**config.mk**
```make
export PLATFORM = sky130hd
export DESIGN_NAME = quad_batch_vertex_generator_unit
export DESIGN_NICKNAME = d
export VERILOG_FILES = /design/src/qbvg_pkg.sv /design/src/qbvg_queue.sv /design/src/qbvg_front.sv /design/src/qbvg_back.sv /design/src/quad_batch_vertex_generator_unit.sv
export SDC_FILE = /design/constraint.sdc
export NUM_CORES = 2
export LEC_CHECK = 0
export BUFFER_PORTS_ARGS = -buffer_cell sky130_fd_sc_hd__clkbuf_2
export CAP_MARGIN = 40
export CORE_UTILIZATION = 57
export CTS_CLUSTER_DIAMETER = 150
export DETAILED_ROUTE_END_ITERATION = 16
export GPL_ROUTABILITY_DRIVEN = 0
export PLACE_DENSITY = 0.75
export SYNTH_ARGS = -nofsm -noshare
export SYNTH_HDL_FRONTEND = slang
export SYNTH_HIERARCHICAL = 1
export SYNTH_SLANG_ARGS = --single-unit
```
**constraint.sdc**
```tcl
create_clock -name i_clk -period 20.8 [get_ports i_clk]
set_input_delay 1.04 -clock i_clk [delete_from_list [all_inputs] [get_ports i_clk]]
set_output_delay 1.04 -clock i_clk [all_outputs]
set_load 0.02 [all_outputs]
```
**src/qbvg_pkg.sv**
```systemverilog
// qbvg_pkg: shared types, codes and helpers for the quad batch vertex generator
// no dependencies; used by every module of the block

package qbvg_pkg;

    // input command codes
    typedef enum logic [1:0] {
        CMD_START    = 2'd0,
        CMD_QUAD     = 2'd1,
        CMD_TEX_QUAD = 2'd2,
        CMD_END      = 2'd3
    } t_cmd;

    // result kinds
    typedef enum logic [1:0] {
        KIND_VERTEX = 2'd0,
        KIND_BIND   = 2'd1,
        KIND_DRAW   = 2'd2
    } t_kind;

    typedef enum logic {
        JOB_QUAD  = 1'b0,
        JOB_FLUSH = 1'b1
    } t_job_kind;

    typedef enum logic [2:0] {
        F_IDLE,
        F_DECIDE,
        F_MATCH,
        F_RESOLVE,
        F_ALLOC,
        F_QUAD
    } t_front_state;

    // job fields sized for the largest slot count and quad budget supported
    localparam int JOB_CNT_W    = 7;
    localparam int JOB_TOT_W    = 19;
    localparam int QUEUE_DEPTH  = 2;
    localparam int PEND_W       = $clog2(QUEUE_DEPTH + 2);
    localparam int IDX_PER_QUAD = 6;

    localparam logic [1:0] LAST_CORNER = 2'd3;

    typedef struct packed {
        logic signed [31:0] m_r0c0;
        logic signed [31:0] m_r0c1;
        logic signed [31:0] m_r0c3;
        logic signed [31:0] m_r1c0;
        logic signed [31:0] m_r1c1;
        logic signed [31:0] m_r1c3;
        logic signed [31:0] m_r2c0;
        logic signed [31:0] m_r2c1;
        logic signed [31:0] m_r2c3;
        logic [31:0]        rgba;
    } t_geom;

    // cnt is the slot for a quad, the number of used slots for a flush
    typedef struct packed {
        t_job_kind              kind;
        logic                   last;
        logic [JOB_CNT_W-1:0]   cnt;
        logic [JOB_TOT_W-1:0]   total;
        t_geom                  geom;
    } t_job;

    typedef struct packed {
        logic                   flush_done;
        logic [JOB_CNT_W-1:0]   rd_idx;
    } t_back_status;

    // floor((+-c0 +-c1) / 2) + c3, wrapped to 32 bits
    function automatic logic signed [31:0] corner_coord(
        input logic               sx_pos,
        input logic               sy_pos,
        input logic signed [31:0] c0,
        input logic signed [31:0] c1,
        input logic signed [31:0] c3
    );
        logic signed [33:0] a;
        logic signed [33:0] b;
        logic signed [33:0] v;
        a = sx_pos ? 34'(c0) : -34'(c0);
        b = sy_pos ? 34'(c1) : -34'(c1);
        v = a + b;
        corner_coord = 32'(v >>> 1) + c3;
    endfunction

endpackage

```
**src/qbvg_queue.sv**
```systemverilog
// qbvg_queue: two-entry job queue between the front and back parts
// depends on qbvg_pkg for the job type

module qbvg_queue (
    input  logic            i_clk,
    input  logic            i_rst_n,
    input  logic            i_push,
    input  qbvg_pkg::t_job  i_job,
    output logic            o_full,
    output logic            o_valid,
    output qbvg_pkg::t_job  o_job,
    input  logic            i_pop
);

    localparam int PW = $clog2(qbvg_pkg::QUEUE_DEPTH);
    localparam int CW = $clog2(qbvg_pkg::QUEUE_DEPTH + 1);

    qbvg_pkg::t_job r_entry [qbvg_pkg::QUEUE_DEPTH];
    logic [PW-1:0]  r_wr_ptr;
    logic [PW-1:0]  r_rd_ptr;
    logic [CW-1:0]  r_count;
    logic           do_push;
    logic           do_pop;

    assign o_full  = (r_count == CW'(qbvg_pkg::QUEUE_DEPTH));
    assign o_valid = (r_count != '0);
    assign o_job   = r_entry[r_rd_ptr];
    assign do_push = i_push && !o_full;
    assign do_pop  = i_pop && o_valid;

    always_ff @(posedge i_clk) begin
        if (!i_rst_n) begin
            r_wr_ptr <= '0;
            r_rd_ptr <= '0;
            r_count  <= '0;
        end else begin
            if (do_push) begin
                r_wr_ptr <= (r_wr_ptr == PW'(qbvg_pkg::QUEUE_DEPTH - 1)) ? '0 : r_wr_ptr + 1'b1;
            end
            if (do_pop) begin
                r_rd_ptr <= (r_rd_ptr == PW'(qbvg_pkg::QUEUE_DEPTH - 1)) ? '0 : r_rd_ptr + 1'b1;
            end
            if (do_push && !do_pop) begin
                r_count <= r_count + 1'b1;
            end else if (do_pop && !do_push) begin
                r_count <= r_count - 1'b1;
            end
        end
    end

    always_ff @(posedge i_clk) begin
        if (do_push) begin
            r_entry[r_wr_ptr] <= i_job;
        end
    end

endmodule

```
**src/qbvg_front.sv**
```systemverilog
// qbvg_front: accepts commands, keeps batch and slot table state, issues jobs
// depends on qbvg_pkg; feeds qbvg_queue and serves table reads for qbvg_back

module qbvg_front #(
    parameter int QUAD_BUDGET = 16384,
    parameter int SLOT_COUNT  = 32
) (
    input  logic                        i_clk,
    input  logic                        i_rst_n,
    input  logic                        i_valid,
    output logic                        o_stall,
    input  logic [1:0]                  i_cmd,
    input  qbvg_pkg::t_geom             i_geom,
    input  logic [15:0]                 i_tex_handle,
    input  logic [15:0]                 i_white_handle,
    output logic                        o_push,
    output qbvg_pkg::t_job              o_job,
    input  logic                        i_q_full,
    input  qbvg_pkg::t_back_status      i_status,
    output logic [15:0]                 o_rd_data
);

    localparam int SW    = $clog2(SLOT_COUNT);
    localparam int SUW   = $clog2(SLOT_COUNT + 1);
    localparam int LIMIT = QUAD_BUDGET * qbvg_pkg::IDX_PER_QUAD;
    localparam int BIW   = $clog2(LIMIT + 1);

    qbvg_pkg::t_front_state r_state;
    qbvg_pkg::t_front_state n_state;

    qbvg_pkg::t_cmd           r_cmd;
    qbvg_pkg::t_geom          r_geom;
    logic [15:0]              r_handle;
    logic [SW-1:0]            r_slot;
    logic [SLOT_COUNT-1:0]    r_hit;
    logic [15:0]              r_table [SLOT_COUNT];
    logic [SUW-1:0]           r_slots_used;
    logic [BIW-1:0]           r_batch;
    logic [qbvg_pkg::PEND_W-1:0] r_flush_pend;

    logic                  batch_zero;
    logic                  over;
    logic                  tbl_full;
    logic                  found;
    logic [SW-1:0]         hit_slot;
    logic [SLOT_COUNT-1:0] hit;
    logic                  want_flush;
    logic                  flush_last;
    logic                  want_quad;
    logic                  do_start;
    logic                  do_alloc;
    logic                  flush_pushed;
    logic [SW-1:0]         rd_idx;

    assign batch_zero = (r_batch == '0);
    assign over       = (r_batch >= BIW'(LIMIT));
    assign tbl_full   = (r_slots_used >= SUW'(SLOT_COUNT));
    assign found      = |r_hit;
    assign o_stall    = (r_state != qbvg_pkg::F_IDLE);

    // compare the handle against every live slot, entry zero is the white texture
    always_comb begin
        for (int i = 0; i < SLOT_COUNT; i++) begin
            hit[i] = (SUW'(i) < r_slots_used) &&
                     (((i == 0) ? i_white_handle : r_table[i]) == r_handle);
        end
    end

    // lowest matching slot wins
    always_comb begin
        hit_slot = '0;
        for (int i = SLOT_COUNT - 1; i >= 0; i--) begin
            if (r_hit[i]) begin
                hit_slot = SW'(i);
            end
        end
    end

    assign rd_idx    = i_status.rd_idx[SW-1:0];
    assign o_rd_data = (rd_idx == '0) ? i_white_handle : r_table[rd_idx];

    // next state
    always_comb begin
        n_state = r_state;
        unique case (r_state)
            qbvg_pkg::F_IDLE: begin
                if (i_valid) begin
                    n_state = qbvg_pkg::F_DECIDE;
                end
            end
            qbvg_pkg::F_DECIDE: begin
                unique case (r_cmd) inside
                    qbvg_pkg::CMD_START: begin
                        n_state = qbvg_pkg::F_IDLE;
                    end
                    qbvg_pkg::CMD_END: begin
                        if (batch_zero || !i_q_full) begin
                            n_state = qbvg_pkg::F_IDLE;
                        end
                    end
                    qbvg_pkg::CMD_QUAD, qbvg_pkg::CMD_TEX_QUAD: begin
                        if (!over || !i_q_full) begin
                            n_state = (r_cmd == qbvg_pkg::CMD_TEX_QUAD) ?
                                      qbvg_pkg::F_MATCH : qbvg_pkg::F_QUAD;
                        end
                    end
                    default: n_state = qbvg_pkg::F_IDLE;
                endcase
            end
            qbvg_pkg::F_MATCH: begin
                n_state = qbvg_pkg::F_RESOLVE;
            end
            qbvg_pkg::F_RESOLVE: begin
                if (found) begin
                    n_state = qbvg_pkg::F_QUAD;
                end else if (!tbl_full || batch_zero || !i_q_full) begin
                    n_state = qbvg_pkg::F_ALLOC;
                end
            end
            qbvg_pkg::F_ALLOC: begin
                if (r_flush_pend == '0) begin
                    n_state = qbvg_pkg::F_QUAD;
                end
            end
            qbvg_pkg::F_QUAD: begin
                if (!i_q_full) begin
                    n_state = qbvg_pkg::F_IDLE;
                end
            end
            default: n_state = qbvg_pkg::F_IDLE;
        endcase
    end

    // outputs and state updates
    always_comb begin
        want_flush = 1'b0;
        flush_last = 1'b0;
        want_quad  = 1'b0;
        do_start   = 1'b0;
        do_alloc   = 1'b0;
        unique case (r_state)
            qbvg_pkg::F_DECIDE: begin
                unique case (r_cmd)
                    qbvg_pkg::CMD_START: begin
                        do_start = 1'b1;
                    end
                    qbvg_pkg::CMD_END: begin
                        want_flush = !batch_zero;
                        flush_last = 1'b1;
                    end
                    default: begin
                        // quad budget spent: flush and restart before the quad
                        want_flush = over;
                        do_start   = over && !i_q_full;
                    end
                endcase
            end
            qbvg_pkg::F_RESOLVE: begin
                if (!found && tbl_full) begin
                    want_flush = !batch_zero;
                    do_start   = batch_zero || !i_q_full;
                end
            end
            qbvg_pkg::F_ALLOC: begin
                // wait until no queued flush still has to read the table
                do_alloc = (r_flush_pend == '0);
            end
            qbvg_pkg::F_QUAD: begin
                want_quad = 1'b1;
            end
            default: begin
                want_quad = 1'b0;
            end
        endcase
    end

    assign o_push       = (want_flush || want_quad) && !i_q_full;
    assign flush_pushed = want_flush && !i_q_full;

    always_comb begin
        o_job.geom = r_geom;
        if (want_flush) begin
            o_job.kind  = qbvg_pkg::JOB_FLUSH;
            o_job.last  = flush_last;
            o_job.cnt   = qbvg_pkg::JOB_CNT_W'(r_slots_used);
            o_job.total = qbvg_pkg::JOB_TOT_W'(r_batch);
        end else begin
            o_job.kind  = qbvg_pkg::JOB_QUAD;
            o_job.last  = 1'b1;
            o_job.cnt   = qbvg_pkg::JOB_CNT_W'(r_slot);
            o_job.total = '0;
        end
    end

    always_ff @(posedge i_clk) begin
        if (!i_rst_n) begin
            r_state      <= qbvg_pkg::F_IDLE;
            r_slots_used <= SUW'(1);
            r_batch      <= '0;
            r_flush_pend <= '0;
        end else begin
            r_state <= n_state;
            if (do_start) begin
                r_slots_used <= SUW'(1);
                r_batch      <= '0;
            end else if (do_alloc) begin
                r_slots_used <= r_slots_used + 1'b1;
            end else if (want_quad && !i_q_full) begin
                r_batch <= r_batch + BIW'(qbvg_pkg::IDX_PER_QUAD);
            end
            if (flush_pushed && !i_status.flush_done) begin
                r_flush_pend <= r_flush_pend + 1'b1;
            end else if (!flush_pushed && i_status.flush_done) begin
                r_flush_pend <= r_flush_pend - 1'b1;
            end
        end
    end

    always_ff @(posedge i_clk) begin
        if (r_state == qbvg_pkg::F_IDLE && i_valid) begin
            r_cmd    <= qbvg_pkg::t_cmd'(i_cmd);
            r_geom   <= i_geom;
            r_handle <= i_tex_handle;
            r_slot   <= '0;
        end
        if (r_state == qbvg_pkg::F_MATCH) begin
            r_hit <= hit;
        end
        if (r_state == qbvg_pkg::F_RESOLVE && found) begin
            r_slot <= hit_slot;
        end
        if (do_alloc) begin
            r_table[r_slots_used[SW-1:0]] <= r_handle;
            r_slot                        <= r_slots_used[SW-1:0];
        end
    end

endmodule

```
**src/qbvg_back.sv**
```systemverilog
// qbvg_back: turns queued jobs into vertex, bind and draw results, one per cycle unless the result channel stalls
// depends on qbvg_pkg; reads bound handles through the front's table port

module qbvg_back (
    input  logic                        i_clk,
    input  logic                        i_rst_n,
    input  logic                        i_q_valid,
    input  qbvg_pkg::t_job              i_job,
    output logic                        o_pop,
    output qbvg_pkg::t_back_status      o_status,
    input  logic [15:0]                 i_rd_data,
    output logic                        o_valid,
    input  logic                        i_stall,
    output qbvg_pkg::t_kind             o_kind,
    output logic signed [31:0]          o_pos_x,
    output logic signed [31:0]          o_pos_y,
    output logic signed [31:0]          o_pos_z,
    output logic [31:0]                 o_vert_color,
    output logic [1:0]                  o_corner,
    output logic [4:0]                  o_slot,
    output logic [15:0]                 o_bound_handle,
    output logic [16:0]                 o_index_total,
    output logic                        o_last
);

    logic                               r_busy;
    qbvg_pkg::t_job                     r_job;
    logic [qbvg_pkg::JOB_CNT_W-1:0]     r_idx;
    logic                               r_out_valid;

    logic       room;
    logic       adv;
    logic       done;
    logic [1:0] k;
    logic       sx_pos;
    logic       sy_pos;
    logic       is_bind;

    assign room    = !r_out_valid || !i_stall;
    assign adv     = r_busy && room;
    assign k       = r_idx[1:0];
    assign sx_pos  = k[0] ^ k[1];
    assign sy_pos  = k[1];
    assign is_bind = (r_idx < r_job.cnt);
    assign done    = (r_job.kind == qbvg_pkg::JOB_QUAD) ? (k == qbvg_pkg::LAST_CORNER) : !is_bind;
    assign o_pop   = i_q_valid && (!r_busy || (adv && done));

    assign o_status.flush_done = adv && done && (r_job.kind == qbvg_pkg::JOB_FLUSH);
    assign o_status.rd_idx     = r_idx;
    assign o_valid             = r_out_valid;

    always_ff @(posedge i_clk) begin
        if (!i_rst_n) begin
            r_busy      <= 1'b0;
            r_out_valid <= 1'b0;
        end else begin
            if (o_pop) begin
                r_busy <= 1'b1;
            end else if (adv && done) begin
                r_busy <= 1'b0;
            end
            if (adv) begin
                r_out_valid <= 1'b1;
            end else if (!i_stall) begin
                r_out_valid <= 1'b0;
            end
        end
    end

    always_ff @(posedge i_clk) begin
        if (o_pop) begin
            r_job <= i_job;
            r_idx <= '0;
        end else if (adv) begin
            r_idx <= r_idx + 1'b1;
        end
        if (adv) begin
            o_pos_x        <= '0;
            o_pos_y        <= '0;
            o_pos_z        <= '0;
            o_vert_color   <= '0;
            o_corner       <= '0;
            o_slot         <= '0;
            o_bound_handle <= '0;
            o_index_total  <= '0;
            o_last         <= r_job.last && done;
            if (r_job.kind == qbvg_pkg::JOB_QUAD) begin
                o_kind       <= qbvg_pkg::KIND_VERTEX;
                o_pos_x      <= qbvg_pkg::corner_coord(sx_pos, sy_pos, r_job.geom.m_r0c0,
                                                       r_job.geom.m_r0c1, r_job.geom.m_r0c3);
                o_pos_y      <= qbvg_pkg::corner_coord(sx_pos, sy_pos, r_job.geom.m_r1c0,
                                                       r_job.geom.m_r1c1, r_job.geom.m_r1c3);
                o_pos_z      <= qbvg_pkg::corner_coord(sx_pos, sy_pos, r_job.geom.m_r2c0,
                                                       r_job.geom.m_r2c1, r_job.geom.m_r2c3);
                o_vert_color <= r_job.geom.rgba;
                o_corner     <= k;
                o_slot       <= r_job.cnt[4:0];
            end else if (is_bind) begin
                o_kind         <= qbvg_pkg::KIND_BIND;
                o_slot         <= r_idx[4:0];
                o_bound_handle <= i_rd_data;
            end else begin
                o_kind        <= qbvg_pkg::KIND_DRAW;
                o_index_total <= r_job.total[16:0];
            end
        end
    end

endmodule

```
**src/quad_batch_vertex_generator_unit.sv**
```systemverilog
// quad batch vertex generator, top level: config register, front, queue and back
// an untextured quad passes the front's decide and quad states, a textured one also match and
// resolve, and alloc when it takes a new slot; then the queue and the back's output register
// the back emits one result per cycle unless the result channel stalls; a quad gives four
// vertex results and a flush slots_used bind results and a draw
// reset: synchronous, active low; empty batch, one slot used, white handle zero

module quad_batch_vertex_generator_unit #(
    parameter int QUAD_BUDGET = 16384,
    parameter int SLOT_COUNT  = 32
) (
    input  logic                i_clk,
    input  logic                i_rst_n,
    // configuration port
    input  logic                psel,
    input  logic                penable,
    input  logic                pwrite,
    input  logic [2:0]          paddr,
    input  logic [31:0]         pwdata,
    output logic [31:0]         prdata,
    output logic                pready,
    // command channel
    input  logic                i_valid,
    output logic                o_stall,
    input  logic [1:0]          i_cmd,
    input  logic signed [31:0]  i_m_r0c0,
    input  logic signed [31:0]  i_m_r0c1,
    input  logic signed [31:0]  i_m_r0c3,
    input  logic signed [31:0]  i_m_r1c0,
    input  logic signed [31:0]  i_m_r1c1,
    input  logic signed [31:0]  i_m_r1c3,
    input  logic signed [31:0]  i_m_r2c0,
    input  logic signed [31:0]  i_m_r2c1,
    input  logic signed [31:0]  i_m_r2c3,
    input  logic [31:0]         i_rgba,
    input  logic [15:0]         i_tex_handle,
    // result channel
    output logic                o_valid,
    input  logic                i_stall,
    output logic [1:0]          o_kind,
    output logic signed [31:0]  o_pos_x,
    output logic signed [31:0]  o_pos_y,
    output logic signed [31:0]  o_pos_z,
    output logic [31:0]         o_vert_color,
    output logic [1:0]          o_corner,
    output logic [4:0]          o_slot,
    output logic [15:0]         o_bound_handle,
    output logic [16:0]         o_index_total,
    output logic                o_last
);

    localparam logic REG_WHITE = 1'b0;

    logic [15:0]                r_white_handle;
    qbvg_pkg::t_geom            geom;
    logic                       q_push;
    qbvg_pkg::t_job             q_in;
    logic                       q_full;
    logic                       q_valid;
    qbvg_pkg::t_job             q_out;
    logic                       q_pop;
    qbvg_pkg::t_back_status     back_status;
    logic [15:0]                rd_data;
    qbvg_pkg::t_kind            kind;

    assign pready = 1'b1;
    assign prdata = (paddr[2] == REG_WHITE) ? {16'b0, r_white_handle} : 32'b0;

    always_ff @(posedge i_clk) begin
        if (!i_rst_n) begin
            r_white_handle <= '0;
        end else if (psel && penable && pwrite && pready && paddr[2] == REG_WHITE) begin
            r_white_handle <= pwdata[15:0];
        end
    end

    assign geom.m_r0c0 = i_m_r0c0;
    assign geom.m_r0c1 = i_m_r0c1;
    assign geom.m_r0c3 = i_m_r0c3;
    assign geom.m_r1c0 = i_m_r1c0;
    assign geom.m_r1c1 = i_m_r1c1;
    assign geom.m_r1c3 = i_m_r1c3;
    assign geom.m_r2c0 = i_m_r2c0;
    assign geom.m_r2c1 = i_m_r2c1;
    assign geom.m_r2c3 = i_m_r2c3;
    assign geom.rgba   = i_rgba;

    qbvg_front #(
        .QUAD_BUDGET (QUAD_BUDGET),
        .SLOT_COUNT  (SLOT_COUNT)
    ) u_front (
        .i_clk          (i_clk),
        .i_rst_n        (i_rst_n),
        .i_valid        (i_valid),
        .o_stall        (o_stall),
        .i_cmd          (i_cmd),
        .i_geom         (geom),
        .i_tex_handle   (i_tex_handle),
        .i_white_handle (r_white_handle),
        .o_push         (q_push),
        .o_job          (q_in),
        .i_q_full       (q_full),
        .i_status       (back_status),
        .o_rd_data      (rd_data)
    );

    qbvg_queue u_queue (
        .i_clk   (i_clk),
        .i_rst_n (i_rst_n),
        .i_push  (q_push),
        .i_job   (q_in),
        .o_full  (q_full),
        .o_valid (q_valid),
        .o_job   (q_out),
        .i_pop   (q_pop)
    );

    qbvg_back u_back (
        .i_clk          (i_clk),
        .i_rst_n        (i_rst_n),
        .i_q_valid      (q_valid),
        .i_job          (q_out),
        .o_pop          (q_pop),
        .o_status       (back_status),
        .i_rd_data      (rd_data),
        .o_valid        (o_valid),
        .i_stall        (i_stall),
        .o_kind         (kind),
        .o_pos_x        (o_pos_x),
        .o_pos_y        (o_pos_y),
        .o_pos_z        (o_pos_z),
        .o_vert_color   (o_vert_color),
        .o_corner       (o_corner),
        .o_slot         (o_slot),
        .o_bound_handle (o_bound_handle),
        .o_index_total  (o_index_total),
        .o_last         (o_last)
    );

    assign o_kind = kind;

endmodule

```
== After elaboration in Yosys (flattened, before gate mapping) ==
Memories as Yosys holds them, arrays and structs flattened. A register that Yosys moved wholly into a read port is not among the register bits.
Cells that the tools add are included.
Widths: inputs -> output; s select.

* Bits in registers: 603
* Memory bits (writable): 1,208
* Input bits: 380
* Output and inout bits: 206
* Logic and storage cells: 322
* Memories: 2

{| class="wikitable"
|+ Memories
! name !! words !! bits a word !! rd ports !! clocked after Yosys merged registers in !! wr ports !! RTL line !! source
|-
| u_queue.r_entry || 2 || 348 || 1 || 1 || 1 || qbvg_queue.sv:18 || <nowiki>qbvg_pkg::t_job r_entry [qbvg_pkg::QUEUE_DEPTH];</nowiki>
|-
| u_front.r_table || 32 || 16 || 32 || 1 || 1 || qbvg_front.sv:36 || <nowiki>logic [15:0] r_table [SLOT_COUNT];</nowiki>
|}

* Add/subtract/negate cells: 21
* Order comparisons: 35
* Equal/unequal tests: 49
* Multiplexer cells: 84
* Bitwise logic cells: 5
* Reductions and logical operators: 91

{| class="wikitable"
|+ Operator list
! cell !! count
|-
| $eq 16x16->1 || 32
|-
| $mux 33 || 6
|-
| $neg 32->33 || 6
|-
| $mux 5 || 39
|-
| $add 33x33->33 || 3
|-
| $add 32x32->32 || 3
|-
| $lt 5x6->1 const A || 16
|-
| $logic_and 1x1->1 || 53
|-
| $lt 4x6->1 const A || 8
|-
| $mux 16 || 2
|-
| $reduce_or 32->1 || 1
|-
| $mux 28 || 1
|-
| $lt 3x6->1 const A || 4
|-
| $mux 3 || 8
|-
| $pmux 3 s6 || 1
|-
| $add 17x3->17 const B || 1
|-
| $ge 17x17->1 const B || 1
|-
| $logic_not 17->1 || 1
|-
| $mux 1 || 17
|-
| $logic_not 1->1 || 13
|-
| $lt 1x6->1 const A || 2
|-
| $lt 2x6->1 const A || 2
|-
| $mux 2 || 5
|-
| $eq 2x2->1 const B || 4
|-
| 29 further kinds || 56
|}

== Longest topological paths before layout ==
* Depth in word-level cells: 34
* Gate-level depth with buffers: 29
* Mapped depth without buffers: 29

== Hierarchy ==
The synthesis kept the hierarchy.

{| class="wikitable"
|+ Modules (own cells, without submodules)
! module !! instances !! cells an instance !! area each (µm²) !! seq. area each (µm²)
|-
| qbvg_front || 1 || 2,317 || 39,352.7 || 27,176.1
|-
| qbvg_back || 1 || 2,678 || 30,200.2 || 15,705.1
|-
| qbvg_queue || 1 || 1,108 || 26,741.9 || 21,000.1
|-
| quad_batch_vertex_generator_unit || 1 || 106 || 907.1 || 320.3
|}

== Least setup slack after synthesis ==
Ideal clock, no wire load.

* Kind: reg2reg
* Start point: register u_front.r_cmd[0]
* End point: register u_queue.r_wr_ptr
* Data arrival time: 16.057 ns
* Setup slack: 4.624 ns
* Stages on the path, launching flop included: 11
* Clock period less this slack: 16.176 ns
* Cell sequence: edfxtp_1 > inv_1 > ha_1 > a2111oi_4 > and3_4 > a221oi_4 > buf_6 > o21bai_1 > inv_1 > nor3_2 > o21a_1

* Word-level cells in the longest chain between the ends: 6
* Elaborated cells between the ends (all ways): 7
* Classes of those cells: eq/ne (1); mux (2); reduce/logical (4)

{| class="wikitable"
|+ Ends and longest elaborated chain
! element !! RTL line !! source
|-
| from (decl) || qbvg_front.sv:31 || <nowiki>qbvg_pkg::t_cmd r_cmd;</nowiki>
|-
| from (signal assigned) || qbvg_front.sv:221 || <nowiki>r_cmd <= qbvg_pkg::t_cmd'(i_cmd);</nowiki>
|-
| $eq 2x2->1 / $logic_not 2->1 (equally long branches) || -- ||
|-
| $pmux 1 s2 (*) || qbvg_front.sv:143 || <nowiki>unique case (r_cmd)</nowiki>
|-
| $pmux 1 s2 (*) || qbvg_front.sv:141 || <nowiki>unique case (r_state)</nowiki>
|-
| $logic_or 1x1->1 (*) || qbvg_front.sv:177 || <nowiki>assign o_push = (want_flush || want_quad) && !i_q_full;</nowiki>
|-
| $logic_and 1x1->1 (*) || qbvg_front.sv:177 ||
|-
| net q_push || quad_batch_vertex_generator_unit.sv:56 || <nowiki>logic q_push;</nowiki>
|-
| $logic_and 1x1->1 (*) || qbvg_queue.sv:28 || <nowiki>assign do_push = i_push && !o_full;</nowiki>
|-
| to (signal assigned) || qbvg_queue.sv:38 || <nowiki>r_wr_ptr <= (r_wr_ptr == PW'(qbvg_pkg::QUEUE_DEPTH - 1)) ? '0 : r_wr_ptr + 1'b1;</nowiki>
|-
| to (decl) || qbvg_queue.sv:19 || <nowiki>logic [PW-1:0] r_wr_ptr;</nowiki>
|}

The timed path passes the listed nets; every way through them passes the cells marked *.
A chain may end at the register's enable or synchronous reset.

== Worst setup path after layout ==
* Start point: register u_back/r_idx[1] in the netlist's numbering
* End point: register u_back.o_pos_z[29], data pin

* Word-level cells in the longest chain between the ends: 4
* Elaborated cells between the ends (all ways): 5
* Classes of those cells: add/sub (2); mux (2); bitwise (1)

{| class="wikitable"
|+ Ends and longest elaborated chain
! element !! RTL line !! source
|-
| from (decl) || qbvg_back.sv:28 || <nowiki>logic [qbvg_pkg::JOB_CNT_W-1:0] r_idx;</nowiki>
|-
| from (signal assigned) || qbvg_back.sv:75 || <nowiki>r_idx <= r_idx + 1'b1;</nowiki>
|-
| $xor 1x1->1 || qbvg_back.sv:42 || <nowiki>assign sx_pos = k[0] ^ k[1];</nowiki>
|-
| net u_back.sx_pos || qbvg_back.sv:35 || <nowiki>logic sx_pos;</nowiki>
|-
| $mux 33 || qbvg_pkg.sv:82 || <nowiki>a = sx_pos ? 34'(c0) : -34'(c0);</nowiki>
|-
| $add 33x33->33 || qbvg_pkg.sv:84 || <nowiki>v = a + b;</nowiki>
|-
| $add 32x32->32 || qbvg_pkg.sv:85 || <nowiki>corner_coord = 32'(v >>> 1) + c3;</nowiki>
|-
| to (signal assigned) || qbvg_back.sv:93 || <nowiki>o_pos_z <= qbvg_pkg::corner_coord(sx_pos, sy_pos, r_job.geom.m_r2c0,</nowiki>
|-
| to (decl) || qbvg_back.sv:17 || <nowiki>output logic signed [31:0] o_pos_z,</nowiki>
|}

The timed path passes the listed nets, and every way through them passes these cells.

==> key figures <==
Clock network
  – CTS tree: done
  – CTS max path bufs: 3
  – Sink Count: 2153
  – Later-pin clock latency in the skew report: 0.86 ns
  – # hold bufs at CTS: 0
  – Clock transition at the registers of the reported paths: 0.07 ns
  – Post-cts resize count: 0
  – H-tree Lvls: 4
  – Total setup buffers inserted after CTS: 0
  – Cts bufs inserted: 213
  – Root buf cell: clkbuf_16

Job
  – Max-cap viol count: 0

Status
  – Run status: finished clean

Place
  – Post-detail-place hpwl: 158000 µm
  – # port buffers: 550

Setup path
  – Crit path cell chain: ha_4 > buf_4 > mux2_2 > fa_1 > a21o_1 > a221oi_1 > a21oi_1 > a21o_1 > a21o_1 > a31oi_1 > o21a_1 > o21bai_1 > a21oi_1 > xnor2_1 > ha_1 > nand2_1 > or4_1 > nor3_1 > o211ai_1 > a31oi_1 > a31oi_1 > xor2_1 > nor2_1
  – CP required: 21.38 ns
  – CP peak stage delay: 0.75 ns
  – Worst setup SP type: register
  – CP top delay family: compound AO/OA/AOI/OAI gates
  – Element type at the critical path end: register
  – Worst Path Max Fanout: 70
  – FF-to-FF End: u_back/o_pos_z[29]
  – Critical-path cell with the highest stage delay: dfxtp_4
  – WP buf/inv: 1
  – Critical Path AT: 8.72 ns
  – WP depth: 23
  – Critical path class: register to register
  – R2R Path Start: u_back/r_idx[1]
  – Reg2Reg Depth: 23
  – R2R Setup Slk: 12.66 ns

GRT
  – Antenna violations before repair: 52
  – Total GRT Usage: 26.4%
  – Overflow after GRT: 0
  – First-pass GRT wire length: 340000 µm
  – Largest net degree at the start of global routing: 144
  – Vias in the first global route: 54500

Cells and area
  – P&R area growth vs syn: 13.5%
  – Share of cells above drive strength 1: 22.7%
  – NumNets Final: 7475
  – Commonest non-fill, non-tap cell in the layout: edfxtp_1
  – Commonest non-fill, non-tap cells in the layout: 2096 x edfxtp_1, 603 x xor2_1, 550 x clkbuf_2

Drt
  – Drt first pass iters: 13
  – # DRC: 0
  – WL final: 230000 µm
  – Routed Antenna Nets: 0
  – Starting DRT DRC Count: 5429
  – Total number of vias: 55200
  – Wire per inst: 24.7 µm
  – Via-to-Cell Ratio: 5.92

Yosys
  – Yosys warns: 6
  – Post-Syn Instances: 6201
  – Mapped Area: 0.0970 mm²
  – Mapped Avg Cell Area: 15.6 µm²

Timing
  – Worst-Margin Slew: 1.17 ns
  – Setup-failing EPs final: 0
  – Clock period minus worst slack: 8.14 ns
  – Final period util: 39.1%
  – Post-Route Setup TNS: 0 ns
  – Relative slew slack: 22.3%
  – Clock skew: 0.0407 ns
  – Final slew viol count: 0
  – F_max: 123 MHz
  – Fin. Hold Viols: 0
  – RSZ-0062 raised after global routing: no

Floorplanning
  – Initial Utilization: 57.3%
  – DIE AREA: 0.172 mm²
  – Chip width: 415 µm
  – IO Pins: 586
  – Die Ht: 415 µm
  – Core area: 0.169 mm²
  – Floorplan row count: 151

Min path
  – Worst hold path class: input port to register
  – Hold depth: 1
  – HP Start: i_tex_handle[3]
  – End of the worst hold path: u_front/r_handle[3]
[metal layers]
layer	part of all wire, %	up-vias	wire, µm	global-route usage (%)
li1	-	24900	-	-
met1	39	27700	90000	34.1
met2	50	2195	114000	43.3
met3	6.4	428	14800	3.80
met4	5.0	0	11400	14.4
met5	0	-	0	0
[worst register-to-register path, cell delays in order, from the launching register on]
cell and delay, ns:
dfxtp_4 0.75, ha_4 0.46, buf_4 0.70, mux2_2 0.50
fa_1 0.49, a21o_1 0.23, a221oi_1 0.48, a21oi_1 0.27
a21o_1 0.23, a21o_1 0.19, a31oi_1 0.38, o21a_1 0.27
o21bai_1 0.08, a21oi_1 0.19, xnor2_1 0.09, ha_1 0.42
nand2_1 0.15, or4_1 0.54, nor3_1 0.55, o211ai_1 0.24
a31oi_1 0.30, a31oi_1 0.15, xor2_1 0.18, nor2_1 0.06
[sequential cells by signal (all words and copies together), names as in the netlist, 3 cells and up, named ones only]
register,flops
u_front/r_hit,32
u_front/r_batch,16
r_white_handle,16
u_front/r_table,512
u_back/o_pos_z,32
u_front/o_job,320
u_back/r_job,346
u_back/o_pos_x,32
u_front/r_slot,5
u_queue/r_entry,692
u_back/o_vert_color,32
u_back/o_index_total,17
u_back/r_idx,7
u_back/o_slot,5
u_front/r_handle,16
u_back/o_pos_y,32
u_back/o_bound_handle,16
u_front/r_state,3
u_front/r_slots_used,6
[stage by stage]
stage	worst slack, ns	std cells	instance area (µm²)	utilization [%]	hold slack, ns
finish	12.66	9315	110000	65.1	0.352
global route	12.25	9313	110000	65.1	0.310
CTS	12.81	9274	110000	65.0	0.280
detailed placement	12.88	8876	103000	60.8	0.429
global placement	13.13	8826	102000	60.2	0.423
floorplan	4.69	6217	97100	-	0.421
[how the worst max path moves through the flow]
| stage | startpoint | to |
|---|---|---|
| 6_report | u_back/r_idx[1] | u_back/o_pos_z[29] |
| 5_1_grt | u_back/r_idx[1] | u_back/o_pos_z[29] |
| 4_1_cts | u_back/r_idx[1] | u_back/o_pos_z[29] |
| 3_5_place_dp | u_back/r_idx[1] | u_back/o_pos_z[29] |
| 3_3_place_gp | u_back/r_idx[1] | u_back/o_pos_z[29] |
| 2_1_floorplan | u_front/r_state[2] | u_front/o_job[0] |
[area by class of cell]
class / count / area [µm²]
Sequential cell: 2153 / 64100
Fill cell: 11700 / 59100
Multi-Input combinational cell: 3695 / 31200
Clock buffer: 259 / 5590
Timing Repair Buffer: 683 / 4470
Tap cell: 2218 / 2780
Clock inverter: 139 / 1480
Inverter: 127 / 477
Antenna cell: 41 / 103
Power is left out: the tool's default activity adds up to more than one toggle a clock period on the data nets, which glitch-free logic cannot reach.
